File: src/hw/rtl/md5bc_pkg.sv
// ----------------------------------------------------------------------------
// md5bc_pkg
// Shared types, constants and helper functions for the MD5 compression block.
// ----------------------------------------------------------------------------
package md5bc_pkg;

	localparam int WORD_W    = 32;
	localparam int BUF_DEPTH = 16;
	localparam int BUF_AW    = 4;
	localparam int ROUND_W   = 6;

	// beat accepted on the input side
	typedef struct packed {
		logic [WORD_W-1:0] message_word;
		logic              new_message;
	} md5bc_in_t;

	// beat emitted on the result side
	typedef struct packed {
		logic [WORD_W-1:0] digest_word;
		logic [1:0]        digest_index;
		logic              digest_last;
	} md5bc_out_t;

	typedef enum logic [2:0] {
		ST_IDLE,
		ST_PREP,
		ST_ROUND,
		ST_FINAL,
		ST_EMIT
	} md5bc_state_t;

	// sequencer -> datapath controls
	typedef struct packed {
		logic               busy;
		logic               buf_we;
		logic [BUF_AW-1:0]  buf_waddr;
		logic [BUF_AW-1:0]  buf_raddr;
		logic               init_work;
		logic               round_en;
		logic [ROUND_W-1:0] round;
		logic               finalize;
		logic               emit;
		logic [1:0]         emit_idx;
	} md5bc_ctrl_t;

	localparam logic [WORD_W-1:0] INIT_WORDS [4] = '{
		32'h67452301, 32'hefcdab89, 32'h98badcfe, 32'h10325476
	};

	localparam logic [WORD_W-1:0] SINE [64] = '{
		32'hd76aa478, 32'he8c7b756, 32'h242070db, 32'hc1bdceee,
		32'hf57c0faf, 32'h4787c62a, 32'ha8304613, 32'hfd469501,
		32'h698098d8, 32'h8b44f7af, 32'hffff5bb1, 32'h895cd7be,
		32'h6b901122, 32'hfd987193, 32'ha679438e, 32'h49b40821,
		32'hf61e2562, 32'hc040b340, 32'h265e5a51, 32'he9b6c7aa,
		32'hd62f105d, 32'h02441453, 32'hd8a1e681, 32'he7d3fbc8,
		32'h21e1cde6, 32'hc33707d6, 32'hf4d50d87, 32'h455a14ed,
		32'ha9e3e905, 32'hfcefa3f8, 32'h676f02d9, 32'h8d2a4c8a,
		32'hfffa3942, 32'h8771f681, 32'h6d9d6122, 32'hfde5380c,
		32'ha4beea44, 32'h4bdecfa9, 32'hf6bb4b60, 32'hbebfbc70,
		32'h289b7ec6, 32'heaa127fa, 32'hd4ef3085, 32'h04881d05,
		32'hd9d4d039, 32'he6db99e5, 32'h1fa27cf8, 32'hc4ac5665,
		32'hf4292244, 32'h432aff97, 32'hab9423a7, 32'hfc93a039,
		32'h655b59c3, 32'h8f0ccc92, 32'hffeff47d, 32'h85845dd1,
		32'h6fa87e4f, 32'hfe2ce6e0, 32'ha3014314, 32'h4e0811a1,
		32'hf7537e82, 32'hbd3af235, 32'h2ad7d2bb, 32'heb86d391
	};

	// rotate amounts, indexed by {quarter, round[1:0]}
	localparam logic [4:0] SHIFT [16] = '{
		5'd7, 5'd12, 5'd17, 5'd22,
		5'd5, 5'd9,  5'd14, 5'd20,
		5'd4, 5'd11, 5'd16, 5'd23,
		5'd6, 5'd10, 5'd15, 5'd21
	};

	// message word used by a round
	function automatic logic [BUF_AW-1:0] msg_index(input logic [ROUND_W-1:0] r);
		logic [BUF_AW-1:0] r4;
		logic [BUF_AW-1:0] idx;
		r4 = r[BUF_AW-1:0];
		case (r[5:4])
			2'd0:    idx = r4;
			2'd1:    idx = (r4 << 2) + r4 + 4'd1;
			2'd2:    idx = (r4 << 1) + r4 + 4'd5;
			default: idx = (r4 << 3) - r4;
		endcase
		return idx;
	endfunction

	function automatic logic [4:0] rot_amount(input logic [ROUND_W-1:0] r);
		return SHIFT[{r[5:4], r[1:0]}];
	endfunction

endpackage

File: src/hw/rtl/md5bc_ram.sv
// ----------------------------------------------------------------------------
// md5bc_ram
// Generic simple dual-port RAM: one write port, one read port, registered read.
// ----------------------------------------------------------------------------
module md5bc_ram #(
	parameter int WIDTH = 32,
	parameter int DEPTH = 16
) (
	input  logic                     clk,
	input  logic                     we,
	input  logic [$clog2(DEPTH)-1:0] waddr,
	input  logic [WIDTH-1:0]         wdata,
	input  logic [$clog2(DEPTH)-1:0] raddr,
	output logic [WIDTH-1:0]         rdata
);

	logic [WIDTH-1:0] mem_q [DEPTH];

	always_ff @(posedge clk) begin
		if (we) begin
			mem_q[waddr] <= wdata;
		end
		rdata <= mem_q[raddr];
	end

endmodule

File: src/hw/rtl/md5bc_round.sv
// ----------------------------------------------------------------------------
// md5bc_round
// Shared MD5 round unit: round function, constant add, rotate, add into B.
// ----------------------------------------------------------------------------
module md5bc_round
	import md5bc_pkg::*;
(
	input  logic [WORD_W-1:0]  a,
	input  logic [WORD_W-1:0]  b,
	input  logic [WORD_W-1:0]  c,
	input  logic [WORD_W-1:0]  d,
	input  logic [WORD_W-1:0]  m,
	input  logic [ROUND_W-1:0] round,
	output logic [WORD_W-1:0]  b_next
);

	logic [WORD_W-1:0]   fn;
	logic [WORD_W-1:0]   sum;
	logic [2*WORD_W-1:0] rot_wide;

	always_comb begin
		case (round[5:4])
			2'd0:    fn = (b & c) | (~b & d);
			2'd1:    fn = (d & b) | (~d & c);
			2'd2:    fn = b ^ c ^ d;
			default: fn = c ^ (b | ~d);
		endcase
		sum      = fn + a + SINE[round] + m;
		// rotate left: upper half of the doubled word shifted
		rot_wide = {sum, sum} << rot_amount(round);
		b_next   = b + rot_wide[2*WORD_W-1:WORD_W];
	end

endmodule

File: src/hw/rtl/md5bc_ctrl.sv
// ----------------------------------------------------------------------------
// md5bc_ctrl
// Sequencer: word counting, round stepping, fold-in and digest emission.
// ----------------------------------------------------------------------------
module md5bc_ctrl
	import md5bc_pkg::*;
(
	input  logic        clk,
	input  logic        arst_n,
	input  logic        start,
	input  logic        new_message,
	output md5bc_ctrl_t ctl
);

	md5bc_state_t       state_q, state_d;
	logic [BUF_AW-1:0]  wc_q, wc_d;
	logic [ROUND_W-1:0] cnt_q, cnt_d;

	always_ff @(posedge clk or negedge arst_n) begin
		if (!arst_n) begin
			state_q <= ST_IDLE;
			wc_q    <= '0;
			cnt_q   <= '0;
		end else begin
			state_q <= state_d;
			wc_q    <= wc_d;
			cnt_q   <= cnt_d;
		end
	end

	always_comb begin
		state_d = state_q;
		wc_d    = wc_q;
		cnt_d   = cnt_q;
		ctl     = '0;
		unique case (state_q)
			ST_IDLE: begin
				ctl.buf_waddr = new_message ? '0 : wc_q;
				if (start) begin
					ctl.buf_we = 1'b1;
					wc_d       = ctl.buf_waddr + 4'd1;
					if (ctl.buf_waddr == 4'hF) begin
						state_d = ST_PREP;
					end
				end
			end
			ST_PREP: begin
				ctl.busy      = 1'b1;
				ctl.init_work = 1'b1;
				ctl.buf_raddr = msg_index('0);
				cnt_d         = '0;
				state_d       = ST_ROUND;
			end
			ST_ROUND: begin
				ctl.busy      = 1'b1;
				ctl.round_en  = 1'b1;
				ctl.round     = cnt_q;
				// prefetch next round's word; registered read lands in time
				ctl.buf_raddr = msg_index(cnt_q + 6'd1);
				cnt_d         = cnt_q + 6'd1;
				if (cnt_q == 6'd63) begin
					state_d = ST_FINAL;
				end
			end
			ST_FINAL: begin
				ctl.busy     = 1'b1;
				ctl.finalize = 1'b1;
				cnt_d        = '0;
				state_d      = ST_EMIT;
			end
			ST_EMIT: begin
				ctl.busy     = 1'b1;
				ctl.emit     = 1'b1;
				ctl.emit_idx = cnt_q[1:0];
				cnt_d        = cnt_q + 6'd1;
				if (cnt_q[1:0] == 2'd3) begin
					state_d = ST_IDLE;
				end
			end
			default: begin
				state_d = ST_IDLE;
			end
		endcase
	end

endmodule

File: src/hw/rtl/md5_block_compression.sv
// ----------------------------------------------------------------------------
// md5_block_compression
// MD5 compression of 16-word blocks with a running four-word digest.
// ----------------------------------------------------------------------------
// Words are taken one per cycle while busy is low (start high, busy low is a
// beat). The sixteenth word of a block raises busy: the working words are
// loaded and the first message word is prefetched, then 64 rounds run through
// the single shared round unit (one round per cycle, the block buffer read one
// round ahead), then the result is folded into the chaining words and the
// digest beats A, B, C, D are launched.
// Each digest beat shows on result with strobe high for exactly one cycle; the
// receiver has no way to stall, so it must take every strobed beat. The D beat
// (digest_last high) appears in the first cycle after busy drops, so a new
// word may be accepted in the same cycle. A full block is paced by the one
// round per cycle.
// new_message on a word restarts the block at word 0 and reloads the chaining
// words from the MD5 initial values. The block buffer is not cleared at reset;
// only words written in the current block are ever read.
// ----------------------------------------------------------------------------
module md5_block_compression
	import md5bc_pkg::*;
(
	input  logic       clk,
	input  logic       arst_n,
	input  logic       start,
	output logic       busy,
	input  md5bc_in_t  item,
	output logic       strobe,
	output md5bc_out_t result
);

	md5bc_ctrl_t       ctl;
	logic [WORD_W-1:0] buf_rdata;
	logic [WORD_W-1:0] b_next;

	// chaining words (digest state) and working words for the round loop
	logic [WORD_W-1:0] chain_q [4];
	logic [WORD_W-1:0] wa_q, wb_q, wc_q, wd_q;

	// output beat register
	logic       strobe_q;
	md5bc_out_t result_q;

	md5bc_ctrl u_ctrl (
		.clk         (clk),
		.arst_n      (arst_n),
		.start       (start),
		.new_message (item.new_message),
		.ctl         (ctl)
	);

	// block buffer: written on word beats, read during the rounds
	md5bc_ram #(
		.WIDTH (WORD_W),
		.DEPTH (BUF_DEPTH)
	) u_buf (
		.clk   (clk),
		.we    (ctl.buf_we),
		.waddr (ctl.buf_waddr),
		.wdata (item.message_word),
		.raddr (ctl.buf_raddr),
		.rdata (buf_rdata)
	);

	md5bc_round u_round (
		.a      (wa_q),
		.b      (wb_q),
		.c      (wc_q),
		.d      (wd_q),
		.m      (buf_rdata),
		.round  (ctl.round),
		.b_next (b_next)
	);

	// chaining words: reload on a new message, fold in after the rounds
	always_ff @(posedge clk or negedge arst_n) begin
		if (!arst_n) begin
			for (int i = 0; i < 4; i++) begin
				chain_q[i] <= INIT_WORDS[i];
			end
		end else if (ctl.buf_we && item.new_message) begin
			for (int i = 0; i < 4; i++) begin
				chain_q[i] <= INIT_WORDS[i];
			end
		end else if (ctl.finalize) begin
			chain_q[0] <= chain_q[0] + wa_q;
			chain_q[1] <= chain_q[1] + wb_q;
			chain_q[2] <= chain_q[2] + wc_q;
			chain_q[3] <= chain_q[3] + wd_q;
		end
	end

	// working words: A <- D, D <- C, C <- B, B <- round output
	always_ff @(posedge clk) begin
		if (ctl.init_work) begin
			wa_q <= chain_q[0];
			wb_q <= chain_q[1];
			wc_q <= chain_q[2];
			wd_q <= chain_q[3];
		end else if (ctl.round_en) begin
			wa_q <= wd_q;
			wd_q <= wc_q;
			wc_q <= wb_q;
			wb_q <= b_next;
		end
	end

	always_ff @(posedge clk or negedge arst_n) begin
		if (!arst_n) begin
			strobe_q <= 1'b0;
		end else begin
			strobe_q <= ctl.emit;
		end
	end

	always_ff @(posedge clk) begin
		if (ctl.emit) begin
			result_q.digest_word  <= chain_q[ctl.emit_idx];
			result_q.digest_index <= ctl.emit_idx;
			result_q.digest_last  <= (ctl.emit_idx == 2'd3);
		end
	end

	assign busy   = ctl.busy;
	assign strobe = strobe_q;
	assign result = result_q;

endmodule

File: config.mk
export PLATFORM = sky130hd
export DESIGN_NAME = md5_block_compression
export DESIGN_NICKNAME = d
export VERILOG_FILES = /design/src/hw/rtl/md5bc_pkg.sv /design/src/hw/rtl/md5bc_ram.sv /design/src/hw/rtl/md5bc_round.sv /design/src/hw/rtl/md5bc_ctrl.sv /design/src/hw/rtl/md5_block_compression.sv
export SDC_FILE = /design/constraint.sdc
export NUM_CORES = 2
export LEC_CHECK = 0
export BUFFER_PORTS_ARGS = -buffer_cell sky130_fd_sc_hd__clkbuf_2
export CORE_ASPECT_RATIO = 0.9
export CORE_UTILIZATION = 35
export CTS_BUF_LIST = sky130_fd_sc_hd__clkbuf_2
export CTS_CLUSTER_SIZE = 28
export DETAILED_ROUTE_END_ITERATION = 6
export SLEW_MARGIN = 30
export SYNTH_ARGS = -nofsm -noshare
export SYNTH_HDL_FRONTEND = slang
export SYNTH_SLANG_ARGS = --single-unit
File: constraint.sdc
create_clock -name clk -period 8.9 [get_ports clk]
set_input_delay 0.89 -clock clk [delete_from_list [all_inputs] [get_ports clk]]
set_output_delay 0.89 -clock clk [all_outputs]
set_load 0.01 [all_outputs]
Word level (Yosys, flattened, before mapping)
Memories as Yosys holds them, arrays and structs flattened. A register that Yosys moved wholly into a read port is not among the register bits.
Cells that the tools add are included.
{"block": "op_classes", "n_addsub": 15, "n_lt_le_gt_ge": 3, "n_eq_ne": 16, "shifts": 1, "muxes": 36, "bitwise_logic": 15, "reduce_logical": 12}
{"operator": "$mux 32", "n": 12}
{"operator": "$add 32x32->32", "n": 8}
{"operator": "$mux 128", "n": 2}
{"operator": "$and 32x32->32", "n": 4}
{"operator": "$or 32x32->32", "n": 3}
{"operator": "$pmux 32 s3", "n": 1}
{"operator": "$xor 32x32->32", "n": 3}
{"operator": "$bmux 32 s2", "n": 1}
{"operator": "$not 32->32", "n": 2}
{"operator": "$shl 64x5->64", "n": 1}
{"operator": "$mux 3", "n": 5}
{"operator": "$mux 5", "n": 3}
{"operator": "$pmux 3 s5", "n": 1}
{"operator": "$pmux 4 s3", "n": 1}
{"operator": "$pmux 6 s2", "n": 1}
{"operator": "$add 4x1->4 const B", "n": 2}
{"operator": "$add 4x4->4", "n": 2}
{"operator": "$eq 2x2->1 const B", "n": 4}
{"operator": "$mux 4", "n": 2}
{"operator": "$ge 7x7->1 const B", "n": 1}
{"operator": "$mux 7", "n": 1}
{"operator": "$not 6->7", "n": 1}
{"operator": "$add 6x1->6 const B", "n": 1}
{"operator": "$eq 3x2->1 const B", "n": 2}
{"operator": "other kinds (22)", "n": 34}
{"block": "totals", "regBits": 305, "ramBits": 512, "romBits": 2128, "inputBits": 36, "out_inout_bits": 37, "word_cells": 116, "n_memories": 3}
{"memory": "(name not given)", "words": 64, "word_bits": 32, "rd": 1, "rd_clocked_by_memory_dff": 0, "wr": 0, "line": "md5bc_round.sv:28", "text": "sum = fn + a + SINE[round] + m;"}
{"memory": "u_buf.mem_q", "words": 16, "word_bits": 32, "rd": 1, "rd_clocked_by_memory_dff": 1, "wr": 1, "line": "md5bc_ram.sv:17", "text": "logic [WIDTH-1:0] mem_q [DEPTH];"}
{"memory": "(name not given)", "words": 16, "word_bits": 5, "rd": 1, "rd_clocked_by_memory_dff": 0, "wr": 0, "line": "md5bc_pkg.sv:93", "text": "return SHIFT[{r[5:4], r[1:0]}];"}

Logic depth before layout (Yosys ltp)
{"block": "depth", "depth_word": 12, "mapped_depth": 45, "depth_no_buf": 42}

By module
A second synthesis with hierarchy kept.
{"block": "hier_totals", "cells_unflattened": 4377, "hier_area_um2": 51169.1}
{"mod": "md5bc_ram", "instances": 1, "cells_per_inst": 838, "area_per_inst_um2": 19854.0, "seq_area_each_um2": 16015.4}
{"mod": "md5_block_compression", "instances": 1, "cells_per_inst": 1622, "area_per_inst_um2": 18191.2, "seq_area_each_um2": 8202.9}
{"mod": "md5bc_round", "instances": 1, "cells_per_inst": 1761, "area_per_inst_um2": 11913.9, "seq_area_each_um2": 0.0}
{"mod": "md5bc_ctrl", "instances": 1, "cells_per_inst": 156, "area_per_inst_um2": 1209.9, "seq_area_each_um2": 325.3}

Least setup slack after synthesis
OpenSTA, ideal clock, no wires.
{"block": "synth_timing", "path_kind": "register -> register", "start": "reg u_ctrl.state_q[2]", "end": "reg wb_q[31] (data pin)", "setup_ns": 0.145, "arrival_time_ns": 9.616, "slack_ns": -0.861, "path_stages_with_launch": 44, "path_buffers": 4, "cell_sequence": "dfrtp_1 clkbuf_1 nor3b_2 clkbuf_1 nand2_1 ha_1 clkbuf_1 clkbuf_1 o22ai_1 o21ai_0 o211ai_1 a311o_1 fa_1 inv_1 fa_1 inv_1 ha_1 inv_1 [8 not listed] a211oi_1 a21oi_1 mux2_2 mux2i_1 mux2_2 ha_1 a211o_1 a211oi_2 o21ai_1 a311o_1 o21a_1 a2111o_1 a31oi_2 nor2b_1 o21a_1 o41ai_2 xor3_1 o21ai_1"}
{"block": "synth_between", "elab_chain_cells": 12, "word_cells_on_any_way": 23}
{"item": "from (decl)", "line": "md5bc_ctrl.sv:15", "text": "md5bc_state_t state_q, state_d;"}
{"item": "from (signal assigned)", "line": "md5bc_ctrl.sv:25", "text": "state_q <= state_d;"}
{"item": "parallel branches: the longest is 11 deep, another holds $add 32x32->32"}
{"item": "$mux 32 (*)", "line": "md5_block_compression.sv:95", "text": "if (ctl.init_work) begin"}
{"item": "to (signal assigned)", "line": "md5_block_compression.sv:97", "text": "wb_q <= chain_q[1];"}
{"item": "to (signal assigned)", "line": "md5_block_compression.sv:104", "text": "wb_q <= b_next;"}
{"item": "to (decl)", "line": "md5_block_compression.sv:38", "text": "logic [WORD_W-1:0] wa_q, wb_q, wc_q, wd_q;"}
Mark *: on every way between the ends. The select of a mux whose other input is x is not followed.
A chain may end at the register's enable or synchronous reset.

Final worst setup path
Same ends and word-level chain as after synthesis.

==> impl_metrics.toml <==
[run_status]
outcome = "complete, but fails checks"
violations = "negative setup slack"

[logic_synthesis]
synthMuxAreaShare = 0.0190
yosysWarnings = 0
synth_fa_ha_area_frac = 0.0758
synthSimpleGateAreaFrac = 0.154
synth_area_per_cell_sq_um = 9.68
ys_ff_latch = 849
yosys-top-cells-area = "edfxtp_1 39%, nand2_1 7.2%, ha_1 5.0%"
synth_top_area_share = 0.393
synth-compound-area-share = 0.201
synth.top_cells.by_count = "990 x nand2_1, 675 x edfxtp_1, 369 x a21oi_1"
async_flop_share = 0.167
yosysTopAreaCell = "edfxtp_1"
synthesis.instances = 5325
synth_edf_count = 675
synth_top_family_by_area = "compound AO/OA/AOI/OAI gates"
synth.distinct_cells = 88
yosysSeqAreaShare = 0.476
synthFlopType = "edfxtp_1"
yosysMostFrequentCell = "nand2_1"
synth_xor_area_frac = 0.0356
synthesis.nets = 5633
synth_area_sq_um = 51500

[critical_path]
slowest_delay_ns = 0.49
critPathSlowestCell = "fa_1"
setup.worst_path.start = "u_ctrl.state_q[2]$_DFFE_PN0P_"
cp.arrival_ns = 10.95
rrSetupSlack_ns = -0.47
reg2reg_depth = 43
required_ns = 10.47
cp_max_fo = 6
r2r_start = "u_ctrl.state_q[2]$_DFFE_PN0P_"
end_kind = "flip-flop"
cp-start-kind = "flip-flop"
path_class = "flip-flop to flip-flop"
crit_top_cell = "buf_4"
r2r_end = "wb_q[31]$_DFFE_PP_"

[detailed_routing]
vias = 45900
drtAntennaViolNets = 0
firstDrtPassIters = 7
routedWlPerCell_um = 23.0
viasPerCell = 5.59
drc_errors = 0
dr.first_iter.drc_count = 4629
drt_wl_total_um = 189000

[min_path]
holdPathStages = 4
hold-path-endpoint = "u_ctrl.wc_q[0]$_DFFE_PN0P_"
min_from = "item[0]"
hold_path_class = "input port to flip-flop"

[sta]
max_slew_margin = 0.138
hold_violations = 0
drv_slew = 0
rsz0062_at_grt = "yes"
period_minus_slack_ns = 9.37
setup-violations-final = 7
worst_pin_slew_ns = 1.29
fmax_ghz = 0.107
period_share = 1.05
fin_skew_ns = 0.152
layout_setup_ws_ns = -0.474

[global_route]
grt_overflow = 0
grt_max_degree = 220
grt_antenna_before_repair = 6
grt_pass1_wl_um = 281000
grt_use_total = 0.250
grt_pass1_vias = 44100

[floorplan]
die_area_sq_um = 149000
initial_core_util = 0.353
core_region_area_sq_um = 146000
rows = 133
die_x_um = 406
die_h_um = 366
ioPinCount = 73

[place]
place.port_buffers = 72
gp_congestion = 0.998
pre_cts_slack_ns = -1.07
hpwlAfterDp_um = 129000

[finish]
seqCellArea_sq_um = 24500
drive_above_1_share = 0.246
multi_input_area_sq_um = 26900
synthToLayoutAreaGrowth_pct = 23.2
layout.nets = 6359
nFillCells = 14300

[clock_network]
root_buffer = "clkbuf_2"
cts_tree = "built"
numCtsBuffers = 216
clock-sinks = 849
clk_pin_slew_ns = 0.10
clk_latency_ns = 1.76
htree_levels = 4
clockBufferDepth = 3

[pwr]
cellPowerDensity_nw_per_um2 = 140
peakVddDrop_v = 0.000186
p_total_uw = 8920
p_leak_uw = 0.0249

[job]
drv_cap = 0
-- worst max-delay path by stage --
stage | endpoint | slack (ns) | depth (start not counted)
6_report | wb_q[31]$_DFFE_PP_ | -0.47 | 43
5_1_grt | wb_q[31]$_DFFE_PP_ | -0.85 | 44
4_1_cts | wb_q[31]$_DFFE_PP_ | -0.42 | 43
3_5_place_dp | wb_q[31]$_DFFE_PP_ | -1.07 | 42
3_3_place_gp | wb_q[31]$_DFFE_PP_ | -1.05 | 42
2_1_floorplan | wb_q[31]$_DFFE_PP_ | 0.05 | 43
-- layout make-up --
class                      count  share of cell area
tap                         1957              0.0386
clock inverter                69             0.00672
inverter                     196              0.0118
clock buffer                 343              0.0270
multi-input combinational   3951               0.423
timing repair buffer         837               0.106
sequential                   849               0.387
antenna                        6            0.000237
-- power breakdown --
group	switching [uW]	internal, uW	leakage, uW
clock	1750	1100	0.00163
combinational	879	798	0.0151
sequential	28.9	4360	0.00815
-- worst max-delay path, delay by kind of cell (launching register included) --
kind	cells	cell delay, ns
AO/OA/AOI/OAI	19	4.24
XOR/XNOR	1	0.26
adder cells (fa/ha/maj)	5	1.55
buffers and inverters	8	1.17
flip-flops	1	0.43
multiplexers	2	0.41
AND/OR/NAND/NOR	8	1.13
-- state kept, by name (all words and copies together), names as in the netlist --
signal / flops
result: 35
wa_q: 32
strobe: 1
u_ctrl.cnt_q: 6
u_ctrl.wc_q: 4
u_buf.rdata: 32
wc_q: 32
wb_q: 32
chain_q: 128
u_ctrl.state_q: 3
wd_q: 32
u_buf.mem_q: 512
-- layout by cell type, fill, tap and decap left out, types with 136 or more instances in the layout --
master    instances
and2_1          136
o21ai_0         282
a31oi_1         140
ha_1            178
edfxtp_1        675
nor2_1          240
a21oi_1         326
buf_4           635
clkbuf_2        414
a211oi_1        191
nand2_1         970
inv_1           183
-- repair_timing --
action                     in CTS  in global routing
hold endpoints to repair      840                  0
gates resized for setup       249                159
setup endpoints to repair      26                 25
pin swaps                      65                 98
buffers inserted               38                 24
hold buffers                   71                  0
-- metrics by stage --
stage | hold WS [ns] | TNS [ns] | cells | util | cell area [sq um]
final | 0.386 | -2.04 | 8208 | 0.435 | 63500
after global routing | 0.271 | -7.58 | 8207 | 0.434 | 63500
after detailed placement | 0.513 | -10.98 | 7671 | 0.400 | 58400
after global placement | 0.510 | -10.99 | 7671 | 0.400 | 58400
after CTS | 0.0639 | -1.70 | 8189 | 0.429 | 62700
after floorplan | 0.477 | 0 | 5325 | - | 51600
-- routing by layer --
| metal | up-vias | part of all wire | track usage | routed length (um) |
|---|---|---|---|---|
| met1 | 22500 | 0.45 | 0.360 | 86000 |
| met2 | 1851 | 0.45 | 0.384 | 85200 |
| met5 | - | 0 | 0 | 0 |
| met3 | 266 | 0.070 | 0.0376 | 13200 |
| li1 | 21200 | - | - | - |
| met4 | 0 | 0.025 | 0.0766 | 4680 |
-- cells by family after synthesis --
family / after synthesis
adder cells (fa/ha/maj): 272
multiplexers: 96
buffers and inverters: 525
AO/OA/AOI/OAI: 1593
AND/OR/NAND/NOR: 1784
XOR/XNOR: 206
flip-flops: 849
Note: power is estimated with default switching activity, not from simulation.
